==> src/sv/osrr_pkg.sv <==
// osrr_pkg: shared types, codes and widths of the operand stack block
// no dependencies; used by every other file of the block except osrr_ram
package osrr_pkg;

    localparam int WORD_W          = 32;
    localparam int OPCODE_W        = 3;
    localparam int STEP_W          = 16;
    localparam int COUNT_W         = 7;
    localparam int STATUS_W        = 2;
    localparam int STACK_DEPTH_DEF = 64;

    typedef enum logic [OPCODE_W-1:0] {
        OP_PUSH    = 3'd0,
        OP_POP     = 3'd1,
        OP_SWAP    = 3'd2,
        OP_DUP     = 3'd3,
        OP_ROTATE  = 3'd4,
        OP_REVERSE = 3'd5
    } t_opcode;

    typedef enum logic [STATUS_W-1:0] {
        ST_OK    = 2'd0,
        ST_UNDER = 2'd1,
        ST_OVER  = 2'd2,
        ST_COUNT = 2'd3
    } t_status;

    // pointer pair setups
    typedef enum logic [2:0] {
        PTR_SWAP,
        PTR_REV,
        PTR_TOP,
        PTR_SEG0,
        PTR_SEG1,
        PTR_SEG2
    } t_ptr_sel;

    // memory write sources
    typedef enum logic [2:0] {
        WR_NONE,
        WR_LO,
        WR_HI,
        WR_PUSH,
        WR_DUP
    } t_wr_sel;

    typedef struct packed {
        logic     load;
        logic     div_start;
        logic     ptr_load;
        t_ptr_sel ptr_sel;
        logic     ptr_step;
        logic     rd_en;
        t_wr_sel  wr_sel;
        logic     cnt_inc;
        logic     cnt_dec;
        logic     pop_cap;
        logic     st_set;
        t_status  st_val;
        logic     out_load;
    } t_cmd;

    typedef struct packed {
        logic [OPCODE_W-1:0] op;
        logic                empty;
        logic                full;
        logic                lt2;
        logic                n_le1;
        logic                n_gt_cnt;
        logic                div_done;
        logic                rem_zero;
        logic                lo_lt_hi;
        logic                out_free;
    } t_sts;

endpackage

==> src/sv/osrr_if.sv <==
// osrr_in_if, osrr_out_if: request and result channels with valid/ready
// depends on osrr_pkg for field widths
interface osrr_in_if;
    logic                                valid;
    logic                                ready;
    logic [osrr_pkg::OPCODE_W-1:0]       opcode;
    logic signed [osrr_pkg::WORD_W-1:0]  push_value;
    logic [osrr_pkg::STEP_W-1:0]         rotate_step;
    logic [osrr_pkg::COUNT_W-1:0]        rotate_count;

    modport source (
        output valid, opcode, push_value, rotate_step, rotate_count,
        input  ready
    );
    modport sink (
        input  valid, opcode, push_value, rotate_step, rotate_count,
        output ready
    );
endinterface

interface osrr_out_if;
    logic                                valid;
    logic                                ready;
    logic signed [osrr_pkg::WORD_W-1:0]  popped_value;
    logic [osrr_pkg::STATUS_W-1:0]       status;
    logic [osrr_pkg::COUNT_W-1:0]        depth_now;

    modport source (
        output valid, popped_value, status, depth_now,
        input  ready
    );
    modport sink (
        input  valid, popped_value, status, depth_now,
        output ready
    );
endinterface

==> src/sv/osrr_ram.sv <==
// osrr_ram: generic memory, one write port, two registered read ports
// no dependencies
module osrr_ram #(
    parameter int WIDTH = 32,
    parameter int DEPTH = 64
) (
    input  logic                     i_clk,
    input  logic                     i_we,
    input  logic [$clog2(DEPTH)-1:0] i_waddr,
    input  logic [WIDTH-1:0]         i_wdata,
    input  logic                     i_re,
    input  logic [$clog2(DEPTH)-1:0] i_raddr_a,
    input  logic [$clog2(DEPTH)-1:0] i_raddr_b,
    output logic [WIDTH-1:0]         o_rdata_a,
    output logic [WIDTH-1:0]         o_rdata_b
);

    logic [WIDTH-1:0] r_mem [DEPTH];
    logic [WIDTH-1:0] r_rdata_a;
    logic [WIDTH-1:0] r_rdata_b;

    always_ff @(posedge i_clk) begin
        if (i_we) begin
            r_mem[i_waddr] <= i_wdata;
        end
        if (i_re) begin
            r_rdata_a <= r_mem[i_raddr_a];
            r_rdata_b <= r_mem[i_raddr_b];
        end
    end

    assign o_rdata_a = r_rdata_a;
    assign o_rdata_b = r_rdata_b;

endmodule

==> src/sv/osrr_mod.sv <==
// osrr_mod: bit-serial remainder unit for rotate step modulo rotate count
// depends on osrr_pkg for widths
module osrr_mod (
    input  logic                          i_clk,
    input  logic                          i_rst_n,
    input  logic                          i_start,
    input  logic [osrr_pkg::STEP_W-1:0]   i_num,
    input  logic [osrr_pkg::COUNT_W-1:0]  i_den,
    output logic                          o_done,
    output logic [osrr_pkg::COUNT_W-1:0]  o_rem
);
    import osrr_pkg::*;

    localparam int IW = $clog2(STEP_W);

    logic               r_busy;
    logic               r_done;
    logic [IW-1:0]      r_idx;
    logic [STEP_W-1:0]  r_num;
    logic [COUNT_W-1:0] r_den;
    logic [COUNT_W-1:0] r_rem;
    logic [COUNT_W:0]   n_trial;
    logic [COUNT_W-1:0] n_rem;

    // shift in one dividend bit, subtract when it fits
    always_comb begin
        n_trial = {r_rem, r_num[STEP_W-1]};
        if (n_trial >= {1'b0, r_den}) begin
            n_rem = COUNT_W'(n_trial - {1'b0, r_den});
        end else begin
            n_rem = COUNT_W'(n_trial);
        end
    end

    always_ff @(posedge i_clk) begin
        if (!i_rst_n) begin
            r_busy <= 1'b0;
            r_done <= 1'b0;
            r_idx  <= '0;
        end else begin
            r_done <= 1'b0;
            if (i_start) begin
                r_busy <= 1'b1;
                r_idx  <= IW'(STEP_W - 1);
            end else if (r_busy) begin
                r_idx <= r_idx - 1'b1;
                if (r_idx == '0) begin
                    r_busy <= 1'b0;
                    r_done <= 1'b1;
                end
            end
        end
    end

    always_ff @(posedge i_clk) begin
        if (i_start) begin
            r_num <= i_num;
            r_den <= i_den;
            r_rem <= '0;
        end else if (r_busy) begin
            r_num <= {r_num[STEP_W-2:0], 1'b0};
            r_rem <= n_rem;
        end
    end

    assign o_done = r_done;
    assign o_rem  = r_rem;

endmodule

==> src/sv/osrr_ctrl.sv <==
// osrr_ctrl: sequencer of the operand stack, issues datapath commands
// depends on osrr_pkg for command and status structs and codes
module osrr_ctrl (
    input  logic           i_clk,
    input  logic           i_rst_n,
    input  logic           i_in_valid,
    output logic           o_in_ready,
    input  osrr_pkg::t_sts i_sts,
    output osrr_pkg::t_cmd o_cmd
);
    import osrr_pkg::*;

    typedef enum logic [3:0] {
        S_IDLE,
        S_DECODE,
        S_DIV,
        S_CHK,
        S_RD,
        S_WLO,
        S_WHI,
        S_TOP_RD,
        S_POP_END,
        S_DUP_WR,
        S_DONE
    } t_state;

    t_state     r_state;
    t_state     n_state;
    logic [1:0] r_seg;
    logic [1:0] n_seg;
    t_cmd       cmd;

    always_comb begin
        cmd     = '0;
        cmd.ptr_sel = PTR_SWAP;
        cmd.wr_sel  = WR_NONE;
        cmd.st_val  = ST_OK;
        n_state = r_state;
        n_seg   = r_seg;
        unique case (r_state)
            S_IDLE: begin
                if (i_in_valid) begin
                    cmd.load = 1'b1;
                    n_state  = S_DECODE;
                end
            end
            S_DECODE: begin
                n_state = S_DONE;
                unique case (i_sts.op) inside
                    OP_PUSH: begin
                        if (i_sts.full) begin
                            cmd.st_set = 1'b1;
                            cmd.st_val = ST_OVER;
                        end else begin
                            cmd.wr_sel  = WR_PUSH;
                            cmd.cnt_inc = 1'b1;
                        end
                    end
                    OP_POP, OP_DUP: begin
                        if (i_sts.empty) begin
                            cmd.st_set = 1'b1;
                            cmd.st_val = ST_UNDER;
                        end else if (i_sts.full && i_sts.op == OP_DUP) begin
                            cmd.st_set = 1'b1;
                            cmd.st_val = ST_OVER;
                        end else begin
                            cmd.ptr_load = 1'b1;
                            cmd.ptr_sel  = PTR_TOP;
                            n_state      = S_TOP_RD;
                        end
                    end
                    OP_SWAP: begin
                        if (i_sts.lt2) begin
                            cmd.st_set = 1'b1;
                            cmd.st_val = ST_UNDER;
                        end else begin
                            cmd.ptr_load = 1'b1;
                            cmd.ptr_sel  = PTR_SWAP;
                            n_state      = S_CHK;
                        end
                    end
                    OP_ROTATE: begin
                        if (!i_sts.n_le1) begin
                            cmd.div_start = 1'b1;
                            n_state       = S_DIV;
                        end
                    end
                    OP_REVERSE: begin
                        if (!i_sts.lt2) begin
                            cmd.ptr_load = 1'b1;
                            cmd.ptr_sel  = PTR_REV;
                            n_state      = S_CHK;
                        end
                    end
                    default: begin
                        n_state = S_DONE;
                    end
                endcase
            end
            S_DIV: begin
                if (i_sts.div_done) begin
                    if (i_sts.rem_zero) begin
                        n_state = S_DONE;
                    end else if (i_sts.n_gt_cnt) begin
                        cmd.st_set = 1'b1;
                        cmd.st_val = ST_COUNT;
                        n_state    = S_DONE;
                    end else begin
                        cmd.ptr_load = 1'b1;
                        cmd.ptr_sel  = PTR_SEG0;
                        n_seg        = 2'd0;
                        n_state      = S_CHK;
                    end
                end
            end
            S_CHK: begin
                if (i_sts.lo_lt_hi) begin
                    n_state = S_RD;
                end else if (i_sts.op == OP_ROTATE && r_seg != 2'd2) begin
                    // next reversal of the three-pass rotate
                    cmd.ptr_load = 1'b1;
                    cmd.ptr_sel  = (r_seg == 2'd0) ? PTR_SEG1 : PTR_SEG2;
                    n_seg        = r_seg + 2'd1;
                end else begin
                    n_state = S_DONE;
                end
            end
            S_RD: begin
                cmd.rd_en = 1'b1;
                n_state   = S_WLO;
            end
            S_WLO: begin
                cmd.wr_sel = WR_LO;
                n_state    = S_WHI;
            end
            S_WHI: begin
                cmd.wr_sel   = WR_HI;
                cmd.ptr_step = 1'b1;
                n_state      = S_CHK;
            end
            S_TOP_RD: begin
                cmd.rd_en = 1'b1;
                if (i_sts.op == OP_POP) begin
                    cmd.cnt_dec = 1'b1;
                    n_state     = S_POP_END;
                end else begin
                    n_state = S_DUP_WR;
                end
            end
            S_POP_END: begin
                cmd.pop_cap = 1'b1;
                n_state     = S_DONE;
            end
            S_DUP_WR: begin
                cmd.wr_sel  = WR_DUP;
                cmd.cnt_inc = 1'b1;
                n_state     = S_DONE;
            end
            S_DONE: begin
                if (i_sts.out_free) begin
                    cmd.out_load = 1'b1;
                    n_state      = S_IDLE;
                end
            end
            default: begin
                n_state = S_IDLE;
            end
        endcase
    end

    always_ff @(posedge i_clk) begin
        if (!i_rst_n) begin
            r_state <= S_IDLE;
            r_seg   <= 2'd0;
        end else begin
            r_state <= n_state;
            r_seg   <= n_seg;
        end
    end

    assign o_in_ready = (r_state == S_IDLE);
    assign o_cmd      = cmd;

endmodule

==> src/sv/osrr_dp.sv <==
// osrr_dp: stack datapath with entry memory, pointers, count and result register
// depends on osrr_pkg, osrr_ram and osrr_mod
module osrr_dp #(
    parameter int STACK_DEPTH = osrr_pkg::STACK_DEPTH_DEF
) (
    input  logic                                i_clk,
    input  logic                                i_rst_n,
    input  osrr_pkg::t_cmd                      i_cmd,
    output osrr_pkg::t_sts                      o_sts,
    input  logic [osrr_pkg::OPCODE_W-1:0]       i_opcode,
    input  logic signed [osrr_pkg::WORD_W-1:0]  i_push_value,
    input  logic [osrr_pkg::STEP_W-1:0]         i_rotate_step,
    input  logic [osrr_pkg::COUNT_W-1:0]        i_rotate_count,
    input  logic                                i_out_ready,
    output logic                                o_out_valid,
    output logic signed [osrr_pkg::WORD_W-1:0]  o_popped_value,
    output logic [osrr_pkg::STATUS_W-1:0]       o_status,
    output logic [osrr_pkg::COUNT_W-1:0]        o_depth_now
);
    import osrr_pkg::*;

    localparam int AW = $clog2(STACK_DEPTH);
    localparam int CW = $clog2(STACK_DEPTH + 1);
    localparam int SW = CW + COUNT_W + 1;

    logic [OPCODE_W-1:0] r_op;
    logic [WORD_W-1:0]   r_val;
    logic [STEP_W-1:0]   r_step;
    logic [COUNT_W-1:0]  r_n;
    logic [CW-1:0]       r_cnt;
    logic [AW-1:0]       r_lo;
    logic [AW-1:0]       r_hi;
    logic [WORD_W-1:0]   r_popped;
    t_status             r_status;
    logic                r_out_valid;
    logic [WORD_W-1:0]   r_out_popped;
    logic [STATUS_W-1:0] r_out_status;
    logic [COUNT_W-1:0]  r_out_depth;

    logic [SW-1:0]       cnt_x;
    logic [SW-1:0]       n_x;
    logic [SW-1:0]       d_x;
    logic [SW-1:0]       base_x;
    logic [SW-1:0]       lo_x;
    logic [SW-1:0]       hi_x;
    logic                div_done;
    logic [COUNT_W-1:0]  rem;
    logic                we;
    logic [AW-1:0]       waddr;
    logic [WORD_W-1:0]   wdata;
    logic [WORD_W-1:0]   rdata_a;
    logic [WORD_W-1:0]   rdata_b;

    osrr_mod u_mod (
        .i_clk   (i_clk),
        .i_rst_n (i_rst_n),
        .i_start (i_cmd.div_start),
        .i_num   (r_step),
        .i_den   (r_n),
        .o_done  (div_done),
        .o_rem   (rem)
    );

    osrr_ram #(
        .WIDTH (WORD_W),
        .DEPTH (STACK_DEPTH)
    ) u_ram (
        .i_clk     (i_clk),
        .i_we      (we),
        .i_waddr   (waddr),
        .i_wdata   (wdata),
        .i_re      (i_cmd.rd_en),
        .i_raddr_a (r_lo),
        .i_raddr_b (r_hi),
        .o_rdata_a (rdata_a),
        .o_rdata_b (rdata_b)
    );

    // pointer pair for the selected reversal span, or for the top entry
    always_comb begin
        cnt_x  = SW'(r_cnt);
        n_x    = SW'(r_n);
        d_x    = SW'(rem);
        base_x = cnt_x - n_x;
        case (i_cmd.ptr_sel)
            PTR_SWAP: begin
                lo_x = cnt_x - SW'(2);
                hi_x = cnt_x - SW'(1);
            end
            PTR_REV: begin
                lo_x = '0;
                hi_x = cnt_x - SW'(1);
            end
            PTR_TOP: begin
                lo_x = cnt_x - SW'(1);
                hi_x = cnt_x - SW'(1);
            end
            PTR_SEG0: begin
                lo_x = base_x;
                hi_x = base_x + d_x - SW'(1);
            end
            PTR_SEG1: begin
                lo_x = base_x + d_x;
                hi_x = base_x + n_x - SW'(1);
            end
            PTR_SEG2: begin
                lo_x = base_x;
                hi_x = base_x + n_x - SW'(1);
            end
            default: begin
                lo_x = '0;
                hi_x = '0;
            end
        endcase
    end

    always_comb begin
        we    = 1'b1;
        waddr = r_lo;
        wdata = rdata_b;
        case (i_cmd.wr_sel)
            WR_LO: begin
                waddr = r_lo;
                wdata = rdata_b;
            end
            WR_HI: begin
                waddr = r_hi;
                wdata = rdata_a;
            end
            WR_PUSH: begin
                waddr = r_cnt[AW-1:0];
                wdata = r_val;
            end
            WR_DUP: begin
                waddr = r_cnt[AW-1:0];
                wdata = rdata_a;
            end
            default: begin
                we = 1'b0;
            end
        endcase
    end

    always_ff @(posedge i_clk) begin
        if (i_cmd.load) begin
            r_op     <= i_opcode;
            r_val    <= i_push_value;
            r_step   <= i_rotate_step;
            r_n      <= i_rotate_count;
            r_popped <= '0;
            r_status <= ST_OK;
        end
        if (i_cmd.st_set) begin
            r_status <= i_cmd.st_val;
        end
        if (i_cmd.pop_cap) begin
            r_popped <= rdata_a;
        end
        if (i_cmd.ptr_load) begin
            r_lo <= lo_x[AW-1:0];
            r_hi <= hi_x[AW-1:0];
        end else if (i_cmd.ptr_step) begin
            r_lo <= r_lo + 1'b1;
            r_hi <= r_hi - 1'b1;
        end
        if (i_cmd.out_load) begin
            r_out_popped <= r_popped;
            r_out_status <= r_status;
            r_out_depth  <= COUNT_W'(r_cnt);
        end
    end

    always_ff @(posedge i_clk) begin
        if (!i_rst_n) begin
            r_cnt       <= '0;
            r_out_valid <= 1'b0;
        end else begin
            if (i_cmd.cnt_inc) begin
                r_cnt <= r_cnt + 1'b1;
            end else if (i_cmd.cnt_dec) begin
                r_cnt <= r_cnt - 1'b1;
            end
            if (i_cmd.out_load) begin
                r_out_valid <= 1'b1;
            end else if (i_out_ready) begin
                r_out_valid <= 1'b0;
            end
        end
    end

    always_comb begin
        o_sts.op       = r_op;
        o_sts.empty    = (r_cnt == '0);
        o_sts.full     = (r_cnt >= CW'(STACK_DEPTH));
        o_sts.lt2      = (r_cnt < CW'(2));
        o_sts.n_le1    = (r_n <= COUNT_W'(1));
        o_sts.n_gt_cnt = (n_x > cnt_x);
        o_sts.div_done = div_done;
        o_sts.rem_zero = (rem == '0);
        o_sts.lo_lt_hi = (r_lo < r_hi);
        o_sts.out_free = !r_out_valid || i_out_ready;
    end

    assign o_out_valid    = r_out_valid;
    assign o_popped_value = r_out_popped;
    assign o_status       = r_out_status;
    assign o_depth_now    = r_out_depth;

endmodule

==> src/sv/operand_stack_rotate_reverse.sv <==
// operand_stack_rotate_reverse: top level of the bounded operand stack
// depends on osrr_pkg, osrr_if, osrr_ctrl, osrr_dp (with osrr_ram, osrr_mod)
//
// Requests arrive on i_req (opcode, push_value, rotate_step, rotate_count) and
// each produces exactly one result on o_rsp (popped_value, status, depth_now).
// Both channels use valid/ready; a request is taken when both are high.
// One request is worked at a time; i_req.ready is high only while idle.
// Work per request, from acceptance until o_rsp.valid rises:
//   push, unused opcodes, rejected, trivial rotate: decode (push writes there)
//   pop, duplicate: a read of the top entry; swap: one exchange
//   reverse of C entries: floor(C/2) exchanges
//   rotate of N entries: the remainder unit, then three reversals
//   over the N entries through the memory, skipped when the step is a
//   multiple of N or N exceeds the depth
// The entry memory has two registered read ports and one write port; each
// exchange (read, low write, high write, check) sets the rotate/reverse rate.
// The result sits in an output register: a stalled receiver holds it there,
// and the block already takes the next request; that request's result waits
// until the register frees.
// Synchronous active-low reset empties the stack and drops any pending result;
// no memory clearing pass is needed, entries above the count are never read.
module operand_stack_rotate_reverse #(
    parameter int STACK_DEPTH = osrr_pkg::STACK_DEPTH_DEF
) (
    input  logic        i_clk,
    input  logic        i_rst_n,
    osrr_in_if.sink     i_req,
    osrr_out_if.source  o_rsp
);
    import osrr_pkg::*;

    t_cmd cmd;
    t_sts sts;

    osrr_ctrl u_ctrl (
        .i_clk      (i_clk),
        .i_rst_n    (i_rst_n),
        .i_in_valid (i_req.valid),
        .o_in_ready (i_req.ready),
        .i_sts      (sts),
        .o_cmd      (cmd)
    );

    osrr_dp #(
        .STACK_DEPTH (STACK_DEPTH)
    ) u_dp (
        .i_clk          (i_clk),
        .i_rst_n        (i_rst_n),
        .i_cmd          (cmd),
        .o_sts          (sts),
        .i_opcode       (i_req.opcode),
        .i_push_value   (i_req.push_value),
        .i_rotate_step  (i_req.rotate_step),
        .i_rotate_count (i_req.rotate_count),
        .i_out_ready    (o_rsp.ready),
        .o_out_valid    (o_rsp.valid),
        .o_popped_value (o_rsp.popped_value),
        .o_status       (o_rsp.status),
        .o_depth_now    (o_rsp.depth_now)
    );

endmodule

==> src/flat_wrapper.sv <==
// flat-port wrapper written by rule: the top's interface ports become plain ports
module operand_stack_rotate_reverse_flat import osrr_pkg::*;
#(
    parameter int STACK_DEPTH = osrr_pkg::STACK_DEPTH_DEF
)
  (i_clk, i_rst_n, i_req_valid, i_req_opcode, i_req_push_value, i_req_rotate_step, i_req_rotate_count, i_req_ready, o_rsp_valid, o_rsp_popped_value, o_rsp_status, o_rsp_depth_now, o_rsp_ready);
  osrr_in_if i_req_i ();
  osrr_out_if o_rsp_i ();
  input  logic i_clk;
  input  logic i_rst_n;
  input wire logic [$bits(i_req_i.valid)-1:0] i_req_valid;
  input wire logic [$bits(i_req_i.opcode)-1:0] i_req_opcode;
  input wire logic [$bits(i_req_i.push_value)-1:0] i_req_push_value;
  input wire logic [$bits(i_req_i.rotate_step)-1:0] i_req_rotate_step;
  input wire logic [$bits(i_req_i.rotate_count)-1:0] i_req_rotate_count;
  output wire logic [$bits(i_req_i.ready)-1:0] i_req_ready;
  output wire logic [$bits(o_rsp_i.valid)-1:0] o_rsp_valid;
  output wire logic [$bits(o_rsp_i.popped_value)-1:0] o_rsp_popped_value;
  output wire logic [$bits(o_rsp_i.status)-1:0] o_rsp_status;
  output wire logic [$bits(o_rsp_i.depth_now)-1:0] o_rsp_depth_now;
  input wire logic [$bits(o_rsp_i.ready)-1:0] o_rsp_ready;
  assign i_req_i.valid = i_req_valid;
  assign i_req_i.opcode = i_req_opcode;
  assign i_req_i.push_value = i_req_push_value;
  assign i_req_i.rotate_step = i_req_rotate_step;
  assign i_req_i.rotate_count = i_req_rotate_count;
  assign i_req_ready = i_req_i.ready;
  assign o_rsp_valid = o_rsp_i.valid;
  assign o_rsp_popped_value = o_rsp_i.popped_value;
  assign o_rsp_status = o_rsp_i.status;
  assign o_rsp_depth_now = o_rsp_i.depth_now;
  assign o_rsp_i.ready = o_rsp_ready;
  operand_stack_rotate_reverse #(.STACK_DEPTH(STACK_DEPTH)) u_core (.i_clk(i_clk), .i_rst_n(i_rst_n), .i_req(i_req_i), .o_rsp(o_rsp_i));
endmodule
==> config.mk <==
export PLATFORM = sky130hd
export DESIGN_NAME = operand_stack_rotate_reverse_flat
export DESIGN_NICKNAME = d
export VERILOG_FILES = /design/src/sv/osrr_pkg.sv /design/src/sv/osrr_if.sv /design/src/sv/osrr_ram.sv /design/src/sv/osrr_mod.sv /design/src/sv/osrr_ctrl.sv /design/src/sv/osrr_dp.sv /design/src/sv/operand_stack_rotate_reverse.sv /design/src/flat_wrapper.sv
export SDC_FILE = /design/constraint.sdc
export NUM_CORES = 2
export LEC_CHECK = 0
export ABC_CLOCK_PERIOD_IN_PS = 12800
export BUFFER_PORTS_ARGS = -buffer_cell sky130_fd_sc_hd__buf_2
export CORE_MARGIN = 2
export CORE_UTILIZATION = 65
export DETAILED_ROUTE_END_ITERATION = 7
export PLACE_DENSITY = 0.79
export SKIP_LAST_GASP = 1
export SYNTH_ARGS = -nofsm -noshare
export SYNTH_HDL_FRONTEND = slang
export SYNTH_HIERARCHICAL = 1
export SYNTH_SLANG_ARGS = --single-unit
==> constraint.sdc <==
create_clock -name i_clk -period 12.8 [get_ports i_clk]
set_input_delay 2.56 -clock i_clk [delete_from_list [all_inputs] [get_ports i_clk]]
set_output_delay 2.56 -clock i_clk [all_outputs]
set_load 0.02 [all_outputs]
==> results.txt <==
----------------------------------------------------
[Run status]
  Result of the run ... finished, final reports clean

[STA]
  Transition time at the pin with the least slew margin ... 1.38 ns
  Count of pins over their slew limit ... 0
  Max_slew headroom ... 0.0812
  Number of failing hold endpoints at the final stage ... 0
  Post-Route Skew ... 0.0398 ns
  Crit share post-route ... 0.484
  Setup repair after global routing missed its margin ... no
  Final setup fails ... 0
  Total negative setup slack ... 0 ns
  Final critical-path setup slack ... 6.60 ns
  Hold Slack ... 0.416 ns
  Final period demand of the worst path ... 6.20 ns
  Upper clock frequency limit ... 161 MHz

[CTS]
  Count of hold-fix buffers inserted at cts ... 0
  Maximum buffer depth of the clock tree ... 3
  Source-to-sink clock delay at the later pin of the worst-skew pair ... 0.87 ns
  Number of buffers added by the clock tree synthesis step ... 223
  Clock tree from TritonCTS ... done
  Post CTS Setup Buffer Count ... 0
  Clock transition at the register clock pins on the worst setup and hold paths after CTS ... 0.07 ns
  Clk sink count ... 2,307
  Quantity of gates resized following cts ... 0
  Clock H-tree levels ... 4
  Clock root buffer ... sky130_fd_sc_hd__clkbuf_16

[Setup path]
  Critical Path Start Type ... flip-flop
  Max incr delay on CP ... 1.34 ns
  Required time at the endpoint of the critical path ... 13.27 ns
  Critical path's top delay family ... simple AND/OR/NAND/NOR gates
  Setup CP Type ... reg2reg
  Arr. time, crit path ... 6.66 ns
  Slowest stage cell, crit path ... sky130_fd_sc_hd__nor2_4
  CP max FO ... 34
  Number of buffer and inverter instances along the worst setup path ... 0
  Crit-path cells ... and2b_1, nand2_1, nor2_1, nand3b_1, o21ai_0, nand2_1, nor2_4, a21oi_1, o22ai_1, nor2_1, nor2b_1, nand3_1, nor2_4
  Type of element capturing the critical path ... flip-flop

[Yosys]
  Count of mapped cells out of synthesis ... 5,354
  Unique cell type count in the Yosys netlist ... 81
  Warnings from Yosys ... 6
  Ranking of synthesized cells by area ... sky130_fd_sc_hd__edfxtp_1 64%, sky130_fd_sc_hd__mux4_2 24%, sky130_fd_sc_hd__mux2i_1 2.0%, sky130_fd_sc_hd__a22oi_1 0.89%, sky130_fd_sc_hd__nand2_1 0.68%
  Average footprint of a synthesized cell ... 19.9 um^2
  EDFF count, synth ... 2,280
  Primary flip-flop cell chosen by synthesis mapping ... sky130_fd_sc_hd__edfxtp_1
  Async set or reset register ratio after synthesis ... 0
  Synthesis-stage register bit count ... 2,307
  Proportion of synthesized chip area in sequential cells ... 0.646
  Synthesized net count ... 5,475
  Cell area after technology mapping ... 0.107 mm^2
  Fraction of post-synthesis cell area in the top cell type by area ... 0.641
  Synth area leader ... sky130_fd_sc_hd__edfxtp_1

[GRT]
  Largest net degree at the start of global routing ... 114
  Antenna violations before repair ... 22
  Global routing usage summed across all routing layers ... 0.372
  Global route total overflow ... 0
  First-pass GRT wire length ... 438 mm
  Vias in the first global route ... 61,000

[Placement]
  Number of input and output port buffers inserted ... 104
  Dpl cells ... 7,416
  Worst setup slack after placement ... 6.88 ns
  Global placer's final weighted congestion ... 0.932
  HPWL after detailed placement ... 180 mm

[Die]
  Effective utilization at floorplan ... 0.655
  I/O pin count ... 105
  Chip height ... 409 um
  Die outline area ... 0.167 mm^2
  Standard cell core area ... 0.163 mm^2
  Site row count ... 148
  Width of the die ... 409 um

[Finish]
  Final cell count without fillers ... 7,839
  Area growth from synthesis to final layout ... 10.0%
  Fraction of layout instances using a drive strength above 1 ... 0.336
  Number of nets in the layout ... 5,588

[Power and ir drop]
  IR drop worst, VDD ... 192 uV
  Leakage power total ... 37.4 nW
  Power density of the placed cells ... 175 mW/mm^2

[Route]
  Iter 0 DRT Violations ... 11,100
  Number of design rule violations left after detail routing ... 0
  Via count normalized by instance count ... 7.78
  Wirelength per Cell ... 39.3 um
  Via Count ... 61,000
  Number of iterations in the first detailed-routing pass ... 6
  Sum of routed wire length over all layers ... 308 mm
  Number of nets with antenna violations after detailed routing ... 0

[Run]
  Max-cap violations ... 0

[Hold path]
  Path class of the lowest-slack min-delay path ... reg2reg

----------------------------------------------------
[cells in the mapped netlist, types with 9 or more instances]
library cell	instances
sky130_fd_sc_hd__o32a_1	9
sky130_fd_sc_hd__xnor2_1	27
sky130_fd_sc_hd__a211oi_1	20
sky130_fd_sc_hd__mux2i_1	212
sky130_fd_sc_hd__clkbuf_1	156
sky130_fd_sc_hd__a22oi_1	127
sky130_fd_sc_hd__nand3_1	28
sky130_fd_sc_hd__buf_6	16
sky130_fd_sc_hd__mux2_2	47
sky130_fd_sc_hd__buf_4	74
sky130_fd_sc_hd__a32oi_1	10
sky130_fd_sc_hd__xor2_1	11
sky130_fd_sc_hd__ha_1	54
sky130_fd_sc_hd__a21oi_1	82
sky130_fd_sc_hd__mux4_2	1124
sky130_fd_sc_hd__inv_1	68
sky130_fd_sc_hd__buf_2	109
sky130_fd_sc_hd__o211ai_1	31
sky130_fd_sc_hd__edfxtp_1	2280
sky130_fd_sc_hd__nor3_1	22
sky130_fd_sc_hd__dfxtp_1	27
sky130_fd_sc_hd__o21ai_0	60
sky130_fd_sc_hd__or2_2	10
sky130_fd_sc_hd__o21a_1	10
sky130_fd_sc_hd__nor3b_1	12
sky130_fd_sc_hd__nor2_1	158
sky130_fd_sc_hd__o21ai_1	19
sky130_fd_sc_hd__o221ai_1	17
sky130_fd_sc_hd__nand2b_1	23
sky130_fd_sc_hd__nand2_1	194
sky130_fd_sc_hd__and2_1	44
sky130_fd_sc_hd__o22ai_1	67
sky130_fd_sc_hd__buf_1	34
sky130_fd_sc_hd__nor2b_1	32
sky130_fd_sc_hd__a21o_1	11
sky130_fd_sc_hd__a221oi_1	15
[placed cells by master, fill, tap and decap left out, drive strengths merged, types with 32 or more instances in the layout]
master | Yosys | final
mux2i | 212 | 212
ha | 54 | 54
inv | 68 | 78
mux4 | 1124 | 1124
o211ai | 32 | 32
a22oi | 127 | 127
nor2b | 32 | 32
clkinv | 1 | 93
o21ai | 79 | 79
clkbuf | 156 | 278
nor2 | 158 | 158
buf | 233 | 277
mux2 | 47 | 47
a21oi | 84 | 84
edfxtp | 2280 | 2280
and2 | 44 | 44
nand2 | 195 | 195
o22ai | 67 | 67
[flip-flops by register name (all words and copies together) (netlist names), 3 cells and up]
| name | flops |
|---|---|
| u_core/u_dp/o_depth_now | 7 |
| u_core/u_dp/r_popped | 32 |
| u_core/u_dp/u_mod/r_idx | 4 |
| u_core/u_dp/u_ram/o_rdata_b | 32 |
| u_core/u_ctrl/r_state | 4 |
| u_core/u_dp/u_mod/o_rem | 7 |
| u_core/u_dp/o_popped_value | 32 |
| u_core/u_dp/r_step | 16 |
| u_core/u_dp/u_ram/o_rdata_a | 32 |
| u_core/u_dp/r_hi | 6 |
| u_core/u_dp/r_op | 3 |
| u_core/u_dp/r_cnt | 7 |
| u_core/u_dp/u_ram/r_mem | 2048 |
| u_core/u_dp/r_val | 32 |
| u_core/u_dp/u_mod/r_den | 7 |
| u_core/u_dp/r_lo | 6 |
| u_core/u_dp/u_mod/r_num | 16 |
| u_core/u_dp/r_n | 7 |
[metrics by stage]
stage | util | cell area [um^2] | total power [mW]
finish | 0.721 | 117000 | 20.5
global route | 0.721 | 117000 | 21.0
CTS | 0.721 | 117000 | 20.4
detailed placement | 0.675 | 110000 | 13.8
global placement | 0.675 | 110000 | 13.7
floorplan | - | 107000 | 12.3
[cell families (layout without fill, tap and decap cells)]
kind of cell,count (synthesis),count (layout),share of synthesized area
flops,2307,2307,0.646
mux,1383,1383,0.262
simple gates,579,579,0.0260
compound gates,530,530,0.0341
buf+inv,458,764,0.0211
fa+ha+maj,59,59,0.00727
xor+xnor,38,38,0.00312
other cells,0,4,0
[metal layers]
layer  vias to the layer above  part of all wire  global-route usage
li1                      23200                 -                   -
met1                     31500              0.33               0.504
met2                      5343              0.45               0.549
met3                       886              0.17               0.141
met4                        18             0.052               0.160
met5                         -           0.00038                   0
[worst register-to-register path: cells and delay by family (launching register included)]
kind | cells | cell delay (ns)
DFF | 1 | 0.59
and+or+nand+nor | 10 | 4.30
AOI/OAI and AO/OA | 3 | 0.90
[path summary, 6_finish.rpt]
kind	startpoint	endpoint	slack [ns]	depth (start not counted)
worst max-delay path	u_core/u_ctrl/r_state[0]$_SDFFE_PN0P_	u_core/u_dp/u_ram/r_mem[59][18]$_DFFE_PP_	6.60	13
worst min-delay path	u_core/u_dp/r_popped[13]$_SDFFCE_PN0P_	u_core/u_dp/o_popped_value[13]$_DFFE_PP_	0.42	0
worst min register to register	u_core/u_dp/r_popped[13]$_SDFFCE_PN0P_	u_core/u_dp/o_popped_value[13]$_DFFE_PP_	0.42	0
worst max register to register	u_core/u_ctrl/r_state[0]$_SDFFE_PN0P_	u_core/u_dp/u_ram/r_mem[59][18]$_DFFE_PP_	6.60	13
[where the power goes]
group | leakage [nW] | switching, mW | total, mW | internal (mW)
registers | 20.8 | 0.200 | 9.20 | 9.00
clock network | 3.59 | 2.87 | 6.71 | 3.83
logic | 13.1 | 2.92 | 4.63 | 1.71
[cell type report]
cell class              instances  area [um^2]
flip-flops and latches       2307        69000
diodes                          4         10.0
fillers                      9236        45500
well taps                    2175         2720
repair buffers                277         1970
clock buffers                 278         5910
clock inverters               140         1490
multi-input cells            2589        36100
inverters                      69          259
(Power assumes the default switching activity.)
